`config.mk`:
```
export PLATFORM = sky130hd
export DESIGN_NAME = ism_div
export DESIGN_NICKNAME = d
export VERILOG_FILES = /design/src/rtl/integer_stack_machine_core_defines.svh /design/src/rtl/ism_pkg.sv /design/src/rtl/ism_div.sv
export SDC_FILE = /design/constraint.sdc
export NUM_CORES = 1
export LEC_CHECK = 0
export BUFFER_PORTS_ARGS = -buffer_cell sky130_fd_sc_hd__buf_2
export CAP_MARGIN = 40
export CORE_ASPECT_RATIO = 2
export CORE_UTILIZATION = 45
export CTS_CLUSTER_DIAMETER = 200
export DETAILED_ROUTE_END_ITERATION = 6
export GPL_ROUTABILITY_DRIVEN = 0
export PLACE_DENSITY_LB_ADDON = 0.15
export SYNTH_ARGS = -nofsm -noshare
export SYNTH_HDL_FRONTEND = slang
export SYNTH_SLANG_ARGS = --single-unit
```
`constraint.sdc`:
```
create_clock -name i_clk -period 3.55 [get_ports i_clk]
set_input_delay 0.355 -clock i_clk [delete_from_list [all_inputs] [get_ports i_clk]]
set_output_delay 0.355 -clock i_clk [all_outputs]
set_load 0.01 [all_outputs]
```
`src/rtl/integer_stack_machine_core_defines.svh`:
```
// Assertion macros used by the integer stack machine core.
`ifndef INTEGER_STACK_MACHINE_CORE_DEFINES_SVH
`define INTEGER_STACK_MACHINE_CORE_DEFINES_SVH

// Clocked assertion that is switched off while reset is held.
`define ISM_ASSERT_CLK(lbl, clk, rst_n, prop, msg) \
    lbl: assert property (@(posedge clk) disable iff (!rst_n) prop) else $error(msg);

// Clocked assertion that also holds during reset.
`define ISM_ASSERT_ALWAYS(lbl, clk, prop, msg) \
    lbl: assert property (@(posedge clk) prop) else $error(msg);

`endif

```
`src/rtl/ism_pkg.sv`:
```
// Types and constants of the integer stack machine.
`default_nettype none

package ism_pkg;

    localparam int WORD_W  = 32;
    localparam int MODE_W  = 4;
    localparam int DEPTH_W = 9;
    localparam int STAT_W  = 2;

    typedef enum logic [MODE_W-1:0] {
        OP_CONST = 4'd0,
        OP_ADD   = 4'd1,
        OP_SUB   = 4'd2,
        OP_MUL   = 4'd3,
        OP_DIV   = 4'd4,
        OP_MAX   = 4'd5,
        OP_MIN   = 4'd6,
        OP_NEG   = 4'd7,
        OP_DUP   = 4'd8,
        OP_SWAP  = 4'd9,
        OP_END   = 4'd10
    } t_opcode;

    typedef enum logic [STAT_W-1:0] {
        ST_OK    = 2'd0,
        ST_UNDER = 2'd1,
        ST_OVER  = 2'd2,
        ST_DIVZ  = 2'd3
    } t_status;

endpackage

`default_nettype wire

```
`src/rtl/ism_div.sv`:
```
// Bit-serial signed divider, truncating toward zero, one quotient bit per cycle.
`default_nettype none

module ism_div (
    input  wire logic                               i_clk,
    input  wire logic                               i_rst_n,
    input  wire logic                               i_start,
    input  wire logic [ism_pkg::WORD_W-1:0]         i_dividend,
    input  wire logic [ism_pkg::WORD_W-1:0]         i_divisor,
    output logic                                    o_done,
    output logic [ism_pkg::WORD_W-1:0]              o_quotient
);

    localparam int W   = ism_pkg::WORD_W;
    localparam int CNT_W = $clog2(W);

    logic             r_busy;
    logic             r_done;
    logic [CNT_W-1:0] r_cnt;
    logic [W-1:0]     r_rem;
    logic [W-1:0]     r_quo;
    logic [W-1:0]     r_den;
    logic             r_neg;

    logic [W:0]       w_rem_sh;
    logic [W:0]       w_diff;
    logic             w_ge;
    logic [W-1:0]     w_mag_a;
    logic [W-1:0]     w_mag_b;

    assign w_mag_a  = i_dividend[W-1] ? (~i_dividend + W'(1)) : i_dividend;
    assign w_mag_b  = i_divisor[W-1]  ? (~i_divisor + W'(1))  : i_divisor;
    assign w_rem_sh = {r_rem, r_quo[W-1]};
    assign w_diff   = w_rem_sh - {1'b0, r_den};
    assign w_ge     = !w_diff[W];

    always_ff @(posedge i_clk) begin
        if (!i_rst_n) begin
            r_busy <= 1'b0;
            r_done <= 1'b0;
            r_cnt  <= '0;
        end else begin
            r_done <= 1'b0;
            if (i_start) begin
                r_busy <= 1'b1;
                r_cnt  <= '0;
            end else if (r_busy) begin
                r_cnt <= r_cnt + CNT_W'(1);
                if (r_cnt == CNT_W'(W - 1)) begin
                    r_busy <= 1'b0;
                    r_done <= 1'b1;
                end
            end
        end
    end

    always_ff @(posedge i_clk) begin
        if (i_start) begin
            r_rem <= '0;
            r_quo <= w_mag_a;
            r_den <= w_mag_b;
            r_neg <= i_dividend[W-1] ^ i_divisor[W-1];
        end else if (r_busy) begin
            r_rem <= w_ge ? w_diff[W-1:0] : w_rem_sh[W-1:0];
            r_quo <= {r_quo[W-2:0], w_ge};
        end
    end

    assign o_done     = r_done;
    assign o_quotient = r_neg ? (~r_quo + W'(1)) : r_quo;

endmodule

`default_nettype wire

```
==> impl_metrics.tcl, run 1 <==
set metrics [dict create \
    drv_slew 0 \
    syn_to_final_growth_pct 17.6 \
    antenna_violating_nets_post_route 0 \
    initial_core_util_pct 45.8 \
    postLayoutSetupSlackWorst_ns -0.640 \
    rsz0062_at_grt "yes" \
    finish.instance_area_sq_um 9040 \
    final_core_utilization_pct 53.9 \
    final_net_count 1093 \
    violations_in_the_final_reports "negative setup slack" \
    synth.net_count 980 \
    synth_seq_area_share_pct 35.6 \
    min-delay-start "i_divisor[0]" \
    chipWidth_um 94.4 \
    cp.arrival_ns 3.83 \
    cts.hold.buffers_added 0 \
    end_kind "primary output" \
    syn_std_cell_area_sq_um 7690 \
    reg2reg_depth 12 \
    min_period_over_period_pct 118 \
    pin_count 100 \
    cts.sinks 104 \
    outcome "finished with violations" \
    setup.reg_to_reg.worst_slack_ns 0.25 \
    post_detailed_routing_wire_length_um 17600 \
    vdd.ir_drop.worst_mv 0.243 \
    placement.setup.worst_slack_ns -0.411 \
    power-per-cell-area_nw_per_um2 415 \
    post-dp-hpwl_um 13500 \
    layout_min_cycle_time_ns 4.19 \
    clkTransAtPathRegs_ns 0.07 \
    cts_made_buffers 9 \
    postSynthCellCount 875 \
    global_route.usage.total_pct 20.6 \
    hold_end "r_den[0]" \
    hold_path_class "input pin to flop" \
    fin_skew_ns 0.0103 \
    finalHoldWorstSlack_ns 0.210 \
    clock_path_buffers 2 \
    die_height_um 187 \
    synth.lib_cells_used.distinct 56 \
    p_leak_nw 3.69 \
    drt_first_pass_iters 4 \
    cells_traversed_along_the_worst_timing_path "or4_4 -> buf_6 -> or4_4 -> nand2b_4 -> or4_4 -> or4_4 -> or4_4 -> o31ai_4 -> xnor2_2 -> buf_2" \
    hold_path_depth 1 \
    rows 67 \
    antenna_found_initial 1 \
    grt_pass1_vias 6430 \
    detail_route.wl_per_cell_um 14.6 \
    grt_max_degree 67 \
    worst-endpoint-required_ns 3.19 \
    drv.max_cap_violation_count 0 \
    placed_cell_area_sq_um 8600 \
    max_stage_delay_ns 0.54 \
    cpMostUsedCell "sky130_fd_sc_hd__or4_4" \
    final_layout_size_suffix_gt1_share_pct 18.8 \
    grt_remaining_overflow 0 \
    die_area_sq_um 17600 \
    synth_enable_flop_cells 65 \
    yosys_warnings 0 \
    clk_latency_ns 0.36 \
    critical_path_top_delay_cell "sky130_fd_sc_hd__or4_4" \
    max_freq_mhz 239 \
    postSynthAreaPerCell_sq_um 8.78 \
    async_sr_flop_fraction_pct 0 \
    worstReg2RegStart "r_quo[31]" \
    path_class "flop to primary output" \
    floorplan.core_area_sq_um 16800 \
    most_used_flip_flop_cell_after_synthesis "sky130_fd_sc_hd__edfxtp_1" \
    number_of_vias_in_the_routed_layout 6546 \
    crit_path_start_kind "flop" \
    timing_worst_slew_pin_value_ns 0.823 \
    hold_violations 0 \
    route.detailed.drc 0 \
    yosys_register_bits 104 \
    maxSlewHeadroom_pct 45.1 \
    cts_tree "done" \
    htree_num_levels 3 \
    totalNegativeSetupSlack_ns -3.35 \
    wire_length_of_the_first_global_routing_pass_um 28800 \
    drt_iter0_drc 138 \
    critPathMaxFanout 3 \
    final-setup-viol-count 7 \
    cts_root_buf "sky130_fd_sc_hd__clkbuf_16" \
    reg2reg_to "r_rem[0]" \
    port-buffer-count 99 \
    viasPerCell 5.45 \
]
flip-flops by register name, indices dropped and copies added, names as in the netlist:
signal	flops
r_busy	1
r_rem	32
r_den	32
r_cnt	5
r_neg	1
o_done	1
r_quo	32
cells in the final DEF, fill, tap and decap left out, types with 5 or more instances in the layout:
master and instances:
sky130_fd_sc_hd__a211oi_1 25, sky130_fd_sc_hd__a21o_1 14, sky130_fd_sc_hd__a21oi_1 73, sky130_fd_sc_hd__a31oi_1 5
sky130_fd_sc_hd__buf_2 98, sky130_fd_sc_hd__buf_4 43, sky130_fd_sc_hd__clkbuf_16 10, sky130_fd_sc_hd__dfxtp_1 38
sky130_fd_sc_hd__edfxtp_1 65, sky130_fd_sc_hd__ha_1 37, sky130_fd_sc_hd__inv_1 54, sky130_fd_sc_hd__mux2i_1 26
sky130_fd_sc_hd__nand2_1 68, sky130_fd_sc_hd__nand2b_1 8, sky130_fd_sc_hd__nand3_1 10, sky130_fd_sc_hd__nand4_1 6
sky130_fd_sc_hd__nor2_1 83, sky130_fd_sc_hd__nor3_1 8, sky130_fd_sc_hd__o211ai_1 5, sky130_fd_sc_hd__o21ai_0 50
sky130_fd_sc_hd__o31ai_1 26, sky130_fd_sc_hd__o41ai_1 13, sky130_fd_sc_hd__or2_2 5, sky130_fd_sc_hd__or3_1 13
sky130_fd_sc_hd__or4_1 17, sky130_fd_sc_hd__or4_4 8, sky130_fd_sc_hd__xnor2_1 81, sky130_fd_sc_hd__xor2_1 39
stage by stage:
stage | std cells | power (W)
after floorplan | 875 | 0.00234
after CTS | 1199 | 0.00378
after global placement | 1176 | 0.00270
after detailed placement | 1177 | 0.00271
after global routing | 1201 | 0.00398
final | 1201 | 0.00375
logic make-up after synthesis:
kind of cell / Yosys count / synth area share (%)
mux: 28 / 3.68
simple gates: 247 / 16.0
buf+inv: 97 / 4.80
compound gates: 239 / 19.8
flops: 104 / 35.6
fa+ha+maj: 38 / 6.28
xor+xnor: 122 / 13.9
final cells by class:
| class | count | area (sq um) |
|---|---|---|
| antenna | 1 | 2.50 |
| multi-input combinational | 674 | 4660 |
| sequential | 104 | 2730 |
| timing repair buffer | 144 | 860 |
| clock buffer | 12 | 268 |
| clock inverter | 4 | 48.8 |
| tap | 207 | 259 |
| fill | 1645 | 7730 |
| inverter | 55 | 206 |
synthesized netlist by cell type (all sizes together), types with 6 or more instances:
cell	number	area share (%)
xor2	39	4.4
inv	54	2.6
a21o	14	1.4
nand2b	9	0.83
nand2	68	3.3
o31ai	29	3.0
nor3	9	0.59
ha	37	6.0
nand4	6	0.49
nor4	6	0.68
or4	25	2.6
nand3	10	0.65
o21ai	52	3.4
dfxtp	39	10
mux2i	26	3.4
o41ai	13	1.5
or3	13	1.1
a211oi	25	2.4
a21oi	73	4.8
buf	7	0.39
nor2	83	4.1
xnor2	83	9.5
edfxtp	65	25
clkbuf	35	1.7
power by group:
group          leakage (nW)  switching (W)  internal, W
combinational          2.58       0.000646     0.000535
sequential            0.958      0.0000928      0.00142
clock                 0.154       0.000445     0.000609
total                  3.69        0.00118      0.00257
layer usage:
| layer | wire [um] | vias to the layer above | track usage, % |
|---|---|---|---|
| met2 | 9850 | 127 | 40.0 |
| met3 | 439 | 45 | 2.76 |
| met5 | 0 | - | 0 |
| met1 | 6690 | 2994 | 20.4 |
| met4 | 578 | 0 | 9.64 |
| li1 | - | 3380 | - |
worst max-delay path by stage:
stage / from / endpoint / slack, ns / depth (start not counted)
6_report: r_quo[9] / o_quotient[28] / -0.64 / 10
3_3_place_gp: r_quo[5] / o_quotient[29] / -0.44 / 11
2_1_floorplan: r_quo[10] / o_quotient[28] / 0.005 / 8
5_1_grt: r_quo[5] / o_quotient[28] / -0.76 / 11
3_5_place_dp: r_quo[9] / o_quotient[29] / -0.41 / 10
4_1_cts: r_quo[9] / o_quotient[28] / -0.67 / 10
critical path: cells and delay by family (launching register included):
family,cells,cell delay (ns)
AND/OR/NAND/NOR,6,2.45
flip-flops,1,0.42
buffers and inverters,2,0.27
AO/OA/AOI/OAI,1,0.22
XOR/XNOR,1,0.13
timing repair:
action	4_1_cts	5_1_grt
setup endpoints to repair	9	10
resized for setup	11	3
pin swaps	3	2
setup buffers	7	1
No activity file was read; power rests on OpenSTA's default activity.
==> inputs of run 2 (changes only) <==
==> constraint.sdc (replaced) <==
create_clock -name i_clk -period 3.55 [get_ports i_clk]
set_input_delay 0.5325 -clock i_clk [delete_from_list [all_inputs] [get_ports i_clk]]
set_output_delay 0.5325 -clock i_clk [all_outputs]
set_load 0.01 [all_outputs]
==> impl_metrics.tcl, run 2 (synthesized netlist as in run 1, its figures left out) <==
set metrics [dict create \
    power-per-cell-area_nw_per_um2 413 \
    power.share.clock_pct 28.3 \
    pwr-share-comb_pct 31.6 \
    post-dp-hpwl_um 13700 \
    crit_family "simple AND/OR/NAND/NOR gates" \
    critical_path_top_delay_cell "sky130_fd_sc_hd__or4_4" \
    cp.depth 11 \
    finish.instance_area_sq_um 9150 \
    grt_remaining_overflow 0 \
    initial_core_util_pct 45.8 \
    drt_first_pass_iters 4 \
    detail_route.wl_per_cell_um 14.7 \
    final_layout_size_suffix_gt1_share_pct 19.7 \
    p_leak_nw 3.74 \
    fin_skew_ns 0.0154 \
    rsz0062_at_grt "yes" \
    cp-endpoint "o_quotient[28]" \
    worstReg2RegStart "r_quo[31]" \
    maxSlewHeadroom_pct 44.9 \
    hold_violations 0 \
    power.switching_fraction_pct 32.1 \
    netsw_w 0.00121 \
    syn_to_final_growth_pct 19.0 \
    clock_path_buffers 2 \
    wire_length_of_the_first_global_routing_pass_um 29400 \
    min-delay-start "i_rst_n" \
    layout.cells.most_common "sky130_fd_sc_hd__buf_2" \
    largestRegisters "r_den (32), r_quo (32), r_rem (32)" \
    outcome "finished with violations" \
    die_area_sq_um 17600 \
    violations_in_the_final_reports "negative setup slack" \
    viasPerCell 5.44 \
    cp_num_buf_inv 2 \
    critPathMaxFanout 3 \
    postLayoutSetupSlackWorst_ns -0.807 \
    met3WireLength_um 415 \
    number_of_vias_in_the_routed_layout 6593 \
    cts_made_buffers 9 \
    reg2reg_to "r_rem[0]" \
    crit_path_start_kind "flop" \
    cts.sinks 104 \
    route.top_layer_used "met4" \
    cellInternalPower_w 0.00256 \
    hold_path_class "input pin to flop" \
    rows 67 \
    max_stage_delay_ns 0.50 \
    cts.hold.buffers_added 0 \
    grt_max_degree 71 \
    layout_min_cycle_time_ns 4.36 \
    timing_worst_slew_pin_value_ns 0.827 \
    cp-startpoint "r_quo[5]" \
    chipWidth_um 94.4 \
    cts_tree "done" \
    die_height_um 187 \
    htree_num_levels 3 \
    max_freq_mhz 230 \
    worst-endpoint-required_ns 3.02 \
    drt_iter0_drc 201 \
    route.detailed.drc 0 \
    drv_slew 0 \
    min_period_over_period_pct 123 \
    antenna_found_initial 2 \
    final_net_count 1102 \
    floorplan.core_area_sq_um 16800 \
    cpMostUsedCell "sky130_fd_sc_hd__or4_4" \
    finalHoldWorstSlack_ns 0.398 \
    end_kind "primary output" \
    cp.arrival_ns 3.82 \
    post_detailed_routing_wire_length_um 17800 \
    drv.max_cap_violation_count 0 \
    cells_traversed_along_the_worst_timing_path "nor4_4 -> buf_4 -> nand3b_4 -> or4_4 -> nand2b_4 -> or4_4 -> or4_4 -> or4_4 -> o31ai_4 -> xnor2_2 -> buf_2" \
    vdd.ir_drop.worst_mv 0.261 \
    global_route.usage.total_pct 21.0 \
    final-setup-viol-count 10 \
    route.met2.wl_um 10100 \
    clk_latency_ns 0.36 \
    path_class "flop to primary output" \
    port-buffer-count 99 \
    antenna_violating_nets_post_route 0 \
    layout.cells.most_common_list "98 x sky130_fd_sc_hd__buf_2, 83 x sky130_fd_sc_hd__nor2_1, 81 x sky130_fd_sc_hd__xnor2_1" \
    seq_power_share_pct 40.1 \
    clkTransAtPathRegs_ns 0.07 \
    cts_root_buf "sky130_fd_sc_hd__clkbuf_16" \
    setup.reg_to_reg.worst_slack_ns 0.23 \
    placed_cell_area_sq_um 8690 \
    reg2reg_depth 12 \
    grt_pass1_vias 6501 \
    pin_count 100 \
    met1_length_um 6690 \
]
==> run 2: timing repair <==
action,in CTS,in global routing
endpoints found under the setup margin,10,16
resized for setup,9,4
pin swaps,1,1
setup buffers,3,3
==> run 2: area by class of cell <==
class / count / area, sq um
timing repair buffer: 153 / 936
multi-input combinational: 674 / 4680
clock inverter: 6 / 71.3
tap: 207 / 259
inverter: 55 / 206
sequential: 104 / 2730
clock buffer: 10 / 250
fill: 1652 / 7620
antenna: 2 / 5.00
==> run 2: per-stage QoR <==
step	setup WS, ns	instances	power [W]	TNS, ns	util, %
after floorplan	-0.173	875	0.00234	-0.497	-
after global placement	-0.528	1186	0.00271	-2.71	51.8
after detailed placement	-0.540	1187	0.00273	-2.69	51.9
after CTS	-0.842	1206	0.00382	-5.01	54.2
after global routing	-0.928	1211	0.00401	-6.56	54.5
final	-0.807	1211	0.00378	-4.85	54.5
==> run 2: how the worst min path moves through the flow <==
stage                      endpoint  slack, ns  cells after the start
after CTS                    r_busy       0.39                      2
after global placement     r_rem[1]       0.47                      2
after global routing         r_busy       0.40                      2
after detailed placement   r_rem[1]       0.48                      2
final                        r_busy       0.40                      2
after floorplan           r_rem[27]       0.45                      2
==> run 2: routing by layer <==
layer  vias to the layer above  GRT usage, %
met5                         -             0
met4                         0          10.4
met3                        36          2.11
met2                       108          41.2
met1                      3043          20.6
li1                       3406             -
==> run 2: worst register-to-register path: cells and delay by family, from the launching register on <==
kind            cells  cell delay (ns)
xor+xnor            1             0.21
flops               1             0.39
mux                 1             0.36
simple gates        2             0.32
buf+inv             2             0.27
compound gates      4             1.06
fa+ha+maj           2             0.63
==> run 2: power groups by stage <==
| stage | clock [W] | combinational [W] | sequential [W] |
|---|---|---|---|
| final | 0.00107 | 0.00119 | 0.00151 |
| after global routing | 0.00115 | 0.00134 | 0.00153 |
| after CTS | 0.00110 | 0.00120 | 0.00151 |
| after detailed placement | 0 | 0.00119 | 0.00154 |
| after global placement | 0 | 0.00117 | 0.00154 |
| after floorplan | 0 | 0.000823 | 0.00152 |
==> inputs of run 3 (changes only) <==
Clock period 3.55 ns to 5.6 ns, I/O delays scaled along.
==> impl_metrics.tcl, run 3 (synthesized netlist as in run 1, its figures left out) <==
set metrics [dict create \
    power.share.clock_pct 27.9 \
    fin_skew_ns 0.00956 \
    outcome "finished, final reports clean" \
    detail_route.wl_per_cell_um 14.7 \
    chipWidth_um 94.4 \
    postCtsSetupBuffers 0 \
    multi_input_comb_area_sq_um 4590 \
    cells_traversed_along_the_worst_timing_path "nor4_4 -> nand4b_1 -> nor4_1 -> nand2_1 -> or4_1 -> or4_1 -> or4_1 -> o41ai_1 -> xnor2_1 -> buf_2" \
    final_net_count 1055 \
    netsw_w 0.000747 \
    antenna_violating_nets_post_route 0 \
    met3WireLength_um 347 \
    grt_max_degree 66 \
    max_stage_delay_ns 0.48 \
    totalNegativeSetupSlack_ns 0 \
    drt_iter0_drc 232 \
    power.switching_fraction_pct 32.2 \
    maxSlewHeadroom_pct 49.7 \
    power_w 0.00232 \
    timing_worst_slew_pin_value_ns 0.755 \
    cts.hold.buffers_added 0 \
    grt_remaining_overflow 0 \
    layout.cells.most_common_list "98 x sky130_fd_sc_hd__buf_2, 83 x sky130_fd_sc_hd__nor2_1, 82 x sky130_fd_sc_hd__xnor2_1" \
    clkTransAtPathRegs_ns 0.07 \
    cellInternalPower_w 0.00157 \
    rows 67 \
    drv_slew 0 \
    fill_cells 1670 \
    syn_to_final_growth_pct 12.9 \
    final-setup-viol-count 0 \
    worstReg2RegStart "r_quo[31]" \
    htree_num_levels 3 \
    cts_root_buf "sky130_fd_sc_hd__clkbuf_16" \
    min-delay-start "r_rem[27]" \
    largestRegisters "r_den (32), r_quo (32), r_rem (32)" \
    crit_path_start_kind "flop" \
    cts_made_buffers 9 \
    cts.sinks 104 \
    path_class "flop to primary output" \
    end_kind "primary output" \
    grt_pass1_vias 6146 \
    post_detailed_routing_wire_length_um 17100 \
    floorplan.core_area_sq_um 16800 \
    initial_core_util_pct 45.8 \
    wire_length_of_the_first_global_routing_pass_um 28200 \
    route.top_layer_used "met4" \
    final_layout_size_suffix_gt1_share_pct 14.6 \
    antenna_found_initial 1 \
    hold_path_class "flop to flop" \
    drt_first_pass_iters 5 \
    rsz0062_at_grt "no" \
    seq_power_share_pct 41.7 \
    clk_latency_ns 0.36 \
    area.sequential_sq_um 2730 \
    max_freq_mhz 209 \
    layout.cells.most_common "sky130_fd_sc_hd__buf_2" \
    die_height_um 187 \
    crit_family "simple AND/OR/NAND/NOR gates" \
    die_area_sq_um 17600 \
    worst-endpoint-required_ns 4.76 \
    finalHoldWorstSlack_ns 0.492 \
    pin_count 100 \
    met1_length_um 6660 \
    cp_num_buf_inv 1 \
    cp-startpoint "r_quo[5]" \
    critPathMaxFanout 5 \
    viasPerCell 5.50 \
    route.detailed.drc 0 \
    number_of_vias_in_the_routed_layout 6395 \
    global_route.usage.total_pct 20.1 \
    hold_violations 0 \
    port-buffer-count 99 \
    cts_tree "done" \
    setup.reg_to_reg.worst_slack_ns 1.72 \
    post-dp-hpwl_um 13100 \
    power-per-cell-area_nw_per_um2 267 \
    route.met2.wl_um 9380 \
    cp.arrival_ns 3.94 \
    clock_path_buffers 2 \
    critical_path_top_delay_cell "sky130_fd_sc_hd__or4_1" \
    layout_min_cycle_time_ns 4.78 \
    post_cts.resized_instances 0 \
    drv.max_cap_violation_count 0 \
    cpMostUsedCell "sky130_fd_sc_hd__or4_1" \
    min_period_over_period_pct 85.3 \
    p_leak_nw 3.47 \
    pwr-share-comb_pct 30.4 \
    vdd.ir_drop.worst_mv 0.177 \
]
run 3: path summary, 6_finish.rpt:
| kind | endpoint | depth (start not counted) |
|---|---|---|
| min reg2reg | r_rem[27] | 2 |
| max | o_quotient[29] | 10 |
| max reg2reg | r_rem[0] | 12 |
| min | r_rem[27] | 2 |
run 3: area by class of cell:
cell class	instances	share of cell area (%)
clock buffers	11	3.17
multi-input cells	674	52.9
diodes	1	0.0288
clock inverters	5	0.418
repair buffers	106	6.58
well taps	207	2.99
flip-flops and latches	104	31.5
inverters	55	2.38
run 3: tightest hold or removal path: stages, from the launching register on:
cell and delay, ns:
sky130_fd_sc_hd__dfxtp_1 0.32, sky130_fd_sc_hd__inv_1 0.07, sky130_fd_sc_hd__a211oi_1 0.06
run 3: power by group through the flow:
stage | Clock (W) | Combinational (W) | Sequential [W]
after floorplan | 0 | 0.000520 | 0.000964
after global placement | 0 | 0.000699 | 0.000983
after detailed placement | 0 | 0.000707 | 0.000983
after CTS | 0.000665 | 0.000711 | 0.000966
after global routing | 0.000691 | 0.000795 | 0.000976
final | 0.000647 | 0.000705 | 0.000965
run 3: layer usage:
metal / up-vias / global-route usage, %
met5: - / 0
met4: 0 / 10.8
met3: 41 / 1.99
met2: 115 / 38.3
met1: 2930 / 20.5
li1: 3309 / -
run 3: through the flow:
stage                     util, %  cell area, sq um  instances  worst slack [ns]
after floorplan                 -              7690        875              1.56
after global placement       49.8              8350       1145              1.15
after detailed placement     49.9              8360       1146              1.16
after CTS                    51.7              8670       1162             0.760
after global routing         51.7              8680       1163             0.507
final                        51.7              8680       1163             0.822
